===== config.mk =====
export PLATFORM = sky130hd
export DESIGN_NAME = double_ended_queue
export DESIGN_NICKNAME = d
export VERILOG_FILES = /design/src/rtl/dq_pkg.sv /design/src/rtl/dq_ram.sv /design/src/rtl/double_ended_queue.sv
export VERILOG_INCLUDE_DIRS = /design/src /design/src/rtl
export SDC_FILE = /design/constraint.sdc
export NUM_CORES = 2
export LEC_CHECK = 0
export BUFFER_PORTS_ARGS = -buffer_cell sky130_fd_sc_hd__buf_2
export CAP_MARGIN = 10
export CORE_MARGIN = 2
export CORE_UTILIZATION = 40
export CTS_CLUSTER_SIZE = 25
export DETAILED_ROUTE_END_ITERATION = 16
export PLACE_DENSITY = 0.57
export SETUP_SLACK_MARGIN = 0.5
export SYNTH_ARGS = -nofsm -noshare
export SYNTH_HDL_FRONTEND = slang
export SYNTH_SLANG_ARGS = --single-unit

===== constraint.sdc =====
create_clock -name clk -period 4.9 [get_ports clk]
set_clock_uncertainty 0.2 [all_clocks]
set_input_delay 0.735 -clock clk [delete_from_list [all_inputs] [get_ports clk]]
set_output_delay 0.735 -clock clk [all_outputs]
set_load 0.02 [all_outputs]

===== src/rtl/assert_macros.svh =====
// Assertion macros for the RTL of the double-ended queue, used by its top level.
`ifndef ASSERT_MACROS_SVH
`define ASSERT_MACROS_SVH

// Same-cycle implication, sampled on clk and disabled while rst_n is low.
`define DQ_ASSERT_IMPLIES(label, ante, cons) \
    label: assert property (@(posedge clk) disable iff (!rst_n) (ante) |-> (cons)) \
        else $error("Same-cycle assertion failed.");

// Next-cycle implication, sampled on clk and disabled while rst_n is low.
`define DQ_ASSERT_NEXT(label, ante, cons) \
    label: assert property (@(posedge clk) disable iff (!rst_n) (ante) |=> (cons)) \
        else $error("Next-cycle assertion failed.");

`endif


===== src/rtl/dq_pkg.sv =====
// Package with the types and constants of the double-ended queue.
`default_nettype none

package dq_pkg;

    localparam int DEPTH_DEFAULT = 64;
    localparam int CMD_W         = 3;
    localparam int VALUE_W       = 32;
    localparam int STATUS_W      = 2;
    localparam int LENGTH_W      = 7;

    localparam logic [CMD_W-1:0] CMD_PUSH_FRONT = 3'd0;
    localparam logic [CMD_W-1:0] CMD_PUSH_BACK  = 3'd1;
    localparam logic [CMD_W-1:0] CMD_POP_FRONT  = 3'd2;
    localparam logic [CMD_W-1:0] CMD_POP_BACK   = 3'd3;
    localparam logic [CMD_W-1:0] CMD_QUERY      = 3'd4;

    localparam logic [STATUS_W-1:0] STATUS_DONE  = 2'd0;
    localparam logic [STATUS_W-1:0] STATUS_EMPTY = 2'd1;
    localparam logic [STATUS_W-1:0] STATUS_FULL  = 2'd2;

    typedef enum logic {
        ST_IDLE,
        ST_FILL
    } state_t;

    typedef struct packed {
        logic [CMD_W-1:0]   cmd;
        logic [VALUE_W-1:0] value;
    } req_t;

    typedef struct packed {
        logic [STATUS_W-1:0] status;
        logic [LENGTH_W-1:0] length;
        logic                front_valid;
        logic [VALUE_W-1:0]  front_value;
        logic                back_valid;
        logic [VALUE_W-1:0]  back_value;
    } rsp_t;

endpackage

`default_nettype wire


===== src/rtl/dq_ram.sv =====
// Generic simple dual-port RAM with one write port and a registered read port.
`default_nettype none

module dq_ram #(
    parameter int WIDTH = dq_pkg::VALUE_W,
    parameter int DEPTH = dq_pkg::DEPTH_DEFAULT
) (
    input  wire logic                     clk,
    input  wire logic                     wr_en,
    input  wire logic [$clog2(DEPTH)-1:0] wr_addr,
    input  wire logic [WIDTH-1:0]         wr_data,
    input  wire logic                     rd_en,
    input  wire logic [$clog2(DEPTH)-1:0] rd_addr,
    output logic      [WIDTH-1:0]         rd_data
);

    logic [WIDTH-1:0] mem [DEPTH];

    always_ff @(posedge clk)
    begin
        if (wr_en)
        begin
            mem[wr_addr] <= wr_data;
        end
        if (rd_en)
        begin
            rd_data <= mem[rd_addr];
        end
    end

endmodule

`default_nettype wire


===== src/rtl/double_ended_queue.sv =====
// Top level of the double-ended queue: ring buffer in RAM with cached end values.
// Result: a push, a query or a pop that leaves the queue empty answers in the cycle after
//   the request transaction; a pop that leaves entries answers after the fill state.
// Rate: one transaction per cycle for pushes and queries while the receiver does not stall;
//   such pops stall new requests in the fill state, which reads the new end from the RAM.
// Reset: asynchronous, active low; the queue is empty at once and the RAM is not cleared.
`default_nettype none
`include "assert_macros.svh"

module double_ended_queue #(
    parameter int DEPTH = dq_pkg::DEPTH_DEFAULT
) (
    input  wire logic         clk,
    input  wire logic         rst_n,
    input  wire logic         req_valid,
    output logic              req_stall,
    input  wire dq_pkg::req_t req,
    output logic              rsp_valid,
    input  wire logic         rsp_stall,
    output dq_pkg::rsp_t      rsp
);

    localparam int AW = $clog2(DEPTH);
    localparam int CW = $clog2(DEPTH + 1);
    localparam logic [AW-1:0] LAST_IDX = AW'(DEPTH - 1);
    localparam logic [CW-1:0] FULL_CNT = CW'(DEPTH);

    // The front and back values live in registers next to the ring indices, so a push
    // or a query answers without touching the RAM. A pop that leaves entries behind must
    // fetch the new end from the RAM, which costs the extra fill state.

    dq_pkg::state_t state_reg, state_next;

    logic [AW-1:0] front_idx_reg, front_idx_next;
    logic [AW-1:0] back_idx_reg, back_idx_next;
    logic [CW-1:0] count_reg, count_next;
    logic          rsp_valid_reg, rsp_valid_next;

    logic [dq_pkg::VALUE_W-1:0] front_val_reg, front_val_next;
    logic [dq_pkg::VALUE_W-1:0] back_val_reg, back_val_next;
    logic                       fill_front_reg, fill_front_next;
    dq_pkg::rsp_t               rsp_reg, rsp_next;

    logic                       req_acc;
    logic                       need_fill;
    logic                       load_rsp;
    logic                       is_pop;
    logic [dq_pkg::STATUS_W-1:0] status;

    logic                       wr_en;
    logic [AW-1:0]              wr_addr;
    logic                       rd_en;
    logic [AW-1:0]              rd_addr;
    logic [dq_pkg::VALUE_W-1:0] rd_data;

    logic          is_empty;
    logic          is_full;
    logic [AW-1:0] front_prev;
    logic [AW-1:0] front_succ;
    logic [AW-1:0] back_prev;
    logic [AW-1:0] back_prev2;
    logic [AW-1:0] back_succ;

    // Ring index arithmetic; DEPTH need not be a power of two.
    assign front_prev = (front_idx_reg == '0) ? LAST_IDX : front_idx_reg - AW'(1);
    assign front_succ = (front_idx_reg == LAST_IDX) ? '0 : front_idx_reg + AW'(1);
    assign back_prev  = (back_idx_reg == '0) ? LAST_IDX : back_idx_reg - AW'(1);
    assign back_prev2 = (back_prev == '0) ? LAST_IDX : back_prev - AW'(1);
    assign back_succ  = (back_idx_reg == LAST_IDX) ? '0 : back_idx_reg + AW'(1);

    assign is_empty = (count_reg == '0);
    assign is_full  = (count_reg == FULL_CNT);

    // A new transaction is taken only in idle, and only when the result register will be
    // free after this edge.
    assign req_stall = (state_reg != dq_pkg::ST_IDLE) || (rsp_valid_reg && rsp_stall);
    assign req_acc   = req_valid && !req_stall;
    assign is_pop    = (req.cmd == dq_pkg::CMD_POP_FRONT) || (req.cmd == dq_pkg::CMD_POP_BACK);

    // Next state.
    always_comb
    begin
        state_next = state_reg;
        case (state_reg)
            dq_pkg::ST_IDLE:
            begin
                if (req_acc && need_fill)
                begin
                    state_next = dq_pkg::ST_FILL;
                end
            end
            dq_pkg::ST_FILL:
            begin
                state_next = dq_pkg::ST_IDLE;
            end
            default:
            begin
                state_next = dq_pkg::ST_IDLE;
            end
        endcase
    end

    // Datapath and outputs.
    always_comb
    begin
        front_idx_next  = front_idx_reg;
        back_idx_next   = back_idx_reg;
        count_next      = count_reg;
        front_val_next  = front_val_reg;
        back_val_next   = back_val_reg;
        fill_front_next = fill_front_reg;
        need_fill       = 1'b0;
        load_rsp        = 1'b0;
        status          = dq_pkg::STATUS_DONE;
        wr_en           = 1'b0;
        wr_addr         = back_idx_reg;
        rd_en           = 1'b0;
        rd_addr         = front_succ;

        case (state_reg)
            dq_pkg::ST_IDLE:
            begin
                if (req_acc)
                begin
                    case (req.cmd)
                        dq_pkg::CMD_PUSH_FRONT:
                        begin
                            if (is_full)
                            begin
                                status = dq_pkg::STATUS_FULL;
                            end
                            else
                            begin
                                wr_en          = 1'b1;
                                wr_addr        = front_prev;
                                front_idx_next = front_prev;
                                count_next     = count_reg + CW'(1);
                                front_val_next = req.value;
                                if (is_empty)
                                begin
                                    back_val_next = req.value;
                                end
                            end
                        end
                        dq_pkg::CMD_PUSH_BACK:
                        begin
                            if (is_full)
                            begin
                                status = dq_pkg::STATUS_FULL;
                            end
                            else
                            begin
                                wr_en         = 1'b1;
                                wr_addr       = back_idx_reg;
                                back_idx_next = back_succ;
                                count_next    = count_reg + CW'(1);
                                back_val_next = req.value;
                                if (is_empty)
                                begin
                                    front_val_next = req.value;
                                end
                            end
                        end
                        dq_pkg::CMD_POP_FRONT:
                        begin
                            if (is_empty)
                            begin
                                status = dq_pkg::STATUS_EMPTY;
                            end
                            else
                            begin
                                front_idx_next  = front_succ;
                                count_next      = count_reg - CW'(1);
                                rd_addr         = front_succ;
                                fill_front_next = 1'b1;
                                need_fill       = (count_reg != CW'(1));
                                rd_en           = need_fill;
                            end
                        end
                        dq_pkg::CMD_POP_BACK:
                        begin
                            if (is_empty)
                            begin
                                status = dq_pkg::STATUS_EMPTY;
                            end
                            else
                            begin
                                back_idx_next   = back_prev;
                                count_next      = count_reg - CW'(1);
                                rd_addr         = back_prev2;
                                fill_front_next = 1'b0;
                                need_fill       = (count_reg != CW'(1));
                                rd_en           = need_fill;
                            end
                        end
                        default:
                        begin
                            // Query, and the unused codes, leave the queue alone.
                            status = dq_pkg::STATUS_DONE;
                        end
                    endcase
                    load_rsp = !need_fill;
                end
            end
            dq_pkg::ST_FILL:
            begin
                // The RAM word read for the pop arrives now and becomes the new end.
                if (fill_front_reg)
                begin
                    front_val_next = rd_data;
                end
                else
                begin
                    back_val_next = rd_data;
                end
                load_rsp = 1'b1;
            end
            default:
            begin
                load_rsp = 1'b0;
            end
        endcase

        rsp_next.status      = status;
        rsp_next.length      = dq_pkg::LENGTH_W'(count_next);
        rsp_next.front_valid = (count_next != '0);
        rsp_next.front_value = (count_next != '0) ? front_val_next : '0;
        rsp_next.back_valid  = (count_next != '0);
        rsp_next.back_value  = (count_next != '0) ? back_val_next : '0;

        if (load_rsp)
        begin
            rsp_valid_next = 1'b1;
        end
        else if (rsp_valid_reg && rsp_stall)
        begin
            rsp_valid_next = 1'b1;
        end
        else
        begin
            rsp_valid_next = 1'b0;
        end
    end

    always_ff @(posedge clk or negedge rst_n)
    begin
        if (!rst_n)
        begin
            state_reg     <= dq_pkg::ST_IDLE;
            front_idx_reg <= '0;
            back_idx_reg  <= '0;
            count_reg     <= '0;
            rsp_valid_reg <= 1'b0;
        end
        else
        begin
            state_reg     <= state_next;
            front_idx_reg <= front_idx_next;
            back_idx_reg  <= back_idx_next;
            count_reg     <= count_next;
            rsp_valid_reg <= rsp_valid_next;
        end
    end

    always_ff @(posedge clk)
    begin
        front_val_reg  <= front_val_next;
        back_val_reg   <= back_val_next;
        fill_front_reg <= fill_front_next;
        if (load_rsp)
        begin
            rsp_reg <= rsp_next;
        end
    end

    assign rsp_valid = rsp_valid_reg;
    assign rsp       = rsp_reg;

    dq_ram #(
        .WIDTH (dq_pkg::VALUE_W),
        .DEPTH (DEPTH)
    ) u_ram (
        .clk     (clk),
        .wr_en   (wr_en),
        .wr_addr (wr_addr),
        .wr_data (req.value),
        .rd_en   (rd_en),
        .rd_addr (rd_addr),
        .rd_data (rd_data)
    );

    // The back index must always sit count entries past the front index, modulo DEPTH.
    logic [AW+1:0] idx_sum;
    logic [AW+1:0] idx_wrap;

    assign idx_sum  = (AW+2)'(front_idx_reg) + (AW+2)'(count_reg);
    assign idx_wrap = (idx_sum >= (AW+2)'(DEPTH)) ? idx_sum - (AW+2)'(DEPTH) : idx_sum;

    `DQ_ASSERT_IMPLIES(a_count_bound, 1'b1, count_reg <= FULL_CNT)
    `DQ_ASSERT_IMPLIES(a_ring_consistent, 1'b1, idx_wrap[AW-1:0] == back_idx_reg)
    `DQ_ASSERT_IMPLIES(a_fill_out_free, state_reg == dq_pkg::ST_FILL, !rsp_valid_reg)
    `DQ_ASSERT_NEXT(a_pop_fills, req_acc && is_pop && (count_reg > CW'(1)),
        state_reg == dq_pkg::ST_FILL)

endmodule

`default_nettype wire


==> flow_metrics.tcl <==
set metrics [dict create \
    worstSetupStartpointType "flop" \
    status "complete, no violations" \
    ys_seq_area_frac 0.745 \
    power_frac_clock 0.258 \
    dr.pass1.iters 6 \
    setup_ws_ns 0.532 \
    synth_edf_count 2155 \
    tns_ns 0 \
    clkSlewWorstSetupHoldPaths_ns 0.06 \
    tightest_slew_ns 1.29 \
    dieArea_um2 227000 \
    synth_top_area_cell "edfxtp_1" \
    worstPathMaxFanout 29 \
    core_region_area_um2 222000 \
    portBuffers 115 \
    ctsLongestPathBuffers 3 \
    multi_input_area_um2 21800 \
    synth_area_um2 89200 \
    totalWireLength_um 269000 \
    clkSinkCount 2240 \
    post-route-min-period_ns 4.37 \
    synthCells 5417 \
    place_area_um2 97200 \
    holdCritPathClass "in -> reg" \
    slew_violations 0 \
    clock_latency_ns 0.86 \
    worst_setup_path_end_kind "flop" \
    synth_warnings 0 \
    seq_power_share 0.339 \
    grt_max_degree 113 \
    synthTopCellsByArea "edfxtp_1, mux4_2, nand2_1, dfxtp_1, nand3_1" \
    drive_above_1_share 0.234 \
    seq_area_um2 66500 \
    final_hold_viol_count 0 \
    sw_frac_of_total 0.362 \
    yosysUniqueCellTypes 70 \
    cap_violations 0 \
    stdcell_area_um2 105000 \
    finalSetupViolations 0 \
    track_usage 0.231 \
    drc_errors 0 \
    layout.nets 5900 \
    finalCritPeriodShare 0.891 \
    grt_pass1_vias 50985 \
    hpwlAfterDp_um 162000 \
    wl_per_cell_um 29.8 \
    die_h_um 476 \
    start_util 0.402 \
    yosysMostFrequentCell "edfxtp_1" \
    gp_congestion 0.856 \
    area_delta_synth_final_pct 17.6 \
    ir_drop_uv 515 \
    pin_count 116 \
    syn_nets 5467 \
    antenna_found_initial 27 \
    via_per_inst 5.91 \
    drt_iter0_markers 7094 \
    p_sw_mw 24.0 \
    path_class "reg -> reg" \
    comb_power_share 0.403 \
    cts_max_level 4 \
    fillers 18805 \
    powerDensity_nw_per_um2 630 \
    place_ws_ns -0.319 \
    postSynthAreaPerCell_um2 16.5 \
    max_freq_mhz 229 \
    max_slew_margin 0.138 \
    ys_ff_latch 2240 \
    num_rows 173 \
    rsz0062_at_grt "no" \
    power.leakage_nw 34.0 \
    synth_common_cells "edfxtp_1, nand2_1, mux4_2" \
    overflow 0 \
    arrival_ns 4.79 \
    synthFlopType "edfxtp_1" \
    grt_first_pass_wirelength_um 381000 \
    cts_root_buffer "clkbuf_16" \
    cts_tree "built" \
    vias 53285 \
    p_int_mw 42.2 \
    ant_nets 0 \
    cts_buffers 224 \
    largest_register_ffs 2048 \
    crit_required_ns 5.32 \
    yosys.area.top_type_share 0.725 \
    synthArstFlopShare 0.00938 \
    die_w_um 476 \
]
==> stage by stage <==
| stage | instances | hold slack (ns) | total power, mW | util |
|---|---|---|---|---|
| floorplan | 5417 | 0.239 | 37.1 | - |
| global placement | 8581 | 0.369 | 48.5 | 0.438 |
| CTS | 8997 | 0.0488 | 65.9 | 0.471 |
| detailed placement | 8582 | 0.355 | 48.7 | 0.438 |
| finish | 9022 | 0.109 | 66.1 | 0.473 |
| global route | 9013 | 0.0743 | 68.8 | 0.472 |
==> power groups by stage <==
stage / clock (mW) / sequential, mW / combinational, mW
final: 17.1 / 22.4 / 26.7
after CTS: 17.3 / 22.4 / 26.2
after detailed placement: 0 / 22.8 / 26.0
after global routing: 18.1 / 22.5 / 28.3
after global placement: 0 / 22.7 / 25.8
after floorplan: 0 / 22.7 / 14.4
==> cell usage in the layout (no fill, tap or decap), drive strengths merged, types with 32 or more instances in the layout <==
| master | Yosys | routed |
|---|---|---|
| nand2 | 959 | 959 |
| mux4 | 316 | 316 |
| mux2i | 33 | 33 |
| clkbuf | 226 | 282 |
| o21a | 69 | 69 |
| edfxtp | 2155 | 2155 |
| a211oi | 101 | 101 |
| and3 | 172 | 172 |
| o21ai | 209 | 209 |
| nor2 | 104 | 104 |
| o22ai | 38 | 38 |
| dfxtp | 64 | 64 |
| a2111oi | 32 | 32 |
| a21oi | 40 | 40 |
| nand3 | 221 | 221 |
| a31oi | 69 | 69 |
| buf | 149 | 576 |
| clkinv | 0 | 98 |
| o2111ai | 63 | 63 |
| a311oi | 126 | 126 |
| a221oi | 65 | 65 |
| mux2 | 65 | 66 |
==> worst max-delay path, stage by stage, from the launching register on <==
cell and delay, ns:
dfrtp_2 0.46, nor4_4 0.41, nand3b_2 0.29, buf_4 0.30, nand3_4 0.13, and2_4 0.21, buf_4 0.19, buf_12 0.25
buf_4 0.30, mux4_2 0.53, nand2_1 0.11, o2111ai_2 0.34, and3_1 0.32
==> timing repair <==
item / in CTS / in global routing
endpoints found under the setup margin: 27 / 217
gates resized for setup: 17 / 29
hold endpoints to repair: 23 / 0
hold buffers: 4 / 0
cloned: 0 / 2
buffers inserted: 1 / 10
pin swaps: 2 / 6
==> area by class of cell <==
class	instances	share of cell area
diodes	13	0.000310
well taps	2975	0.0355
repair buffers	581	0.0523
multi-input cells	2789	0.208
flip-flops and latches	2240	0.634
clock inverters	129	0.0137
clock buffers	281	0.0557
inverters	14	0.000501
==> metal layers <==
layer  vias to the layer above  global-route usage  part of all wire
li1                      22393                   -                 -
met1                     28084               0.335              0.42
met2                      2447               0.354              0.46
met3                       353              0.0435             0.087
met4                         8              0.0727             0.032
met5                         -                   0           0.00020
==> path summary, 6_finish.rpt <==
kind | start | end | slack, ns | cells after the start
worst max-delay path | count_reg[2] | u_ram.rd_data[21] | 0.53 | 12
min in group asynchronous | rst_n | count_reg[4] | 0.23 | 2
max in group asynchronous | rst_n | state_reg | 3.78 | 2
worst max register to register | count_reg[2] | u_ram.rd_data[21] | 0.53 | 12
worst min-delay path | req[1] | u_ram.mem[46][1] | 0.11 | 1
worst min register to register | front_val_reg[31] | front_val_reg[31] | 0.41 | 2
==> kinds of logic (layout without fill, tap and decap cells) <==
family	after synthesis	after routing	share of synthesized area
muxes	414	415	0.0917
and+or+nand+nor	1508	1508	0.0736
adders and majority gates	11	11	0.00154
DFF	2240	2240	0.745
other	0	13	0
buffers and inverters	389	1005	0.0197
xor gates and xnor gates	15	15	0.00147
AOI/OAI and AO/OA	840	840	0.0665
Power figures use the tool's default switching activity.
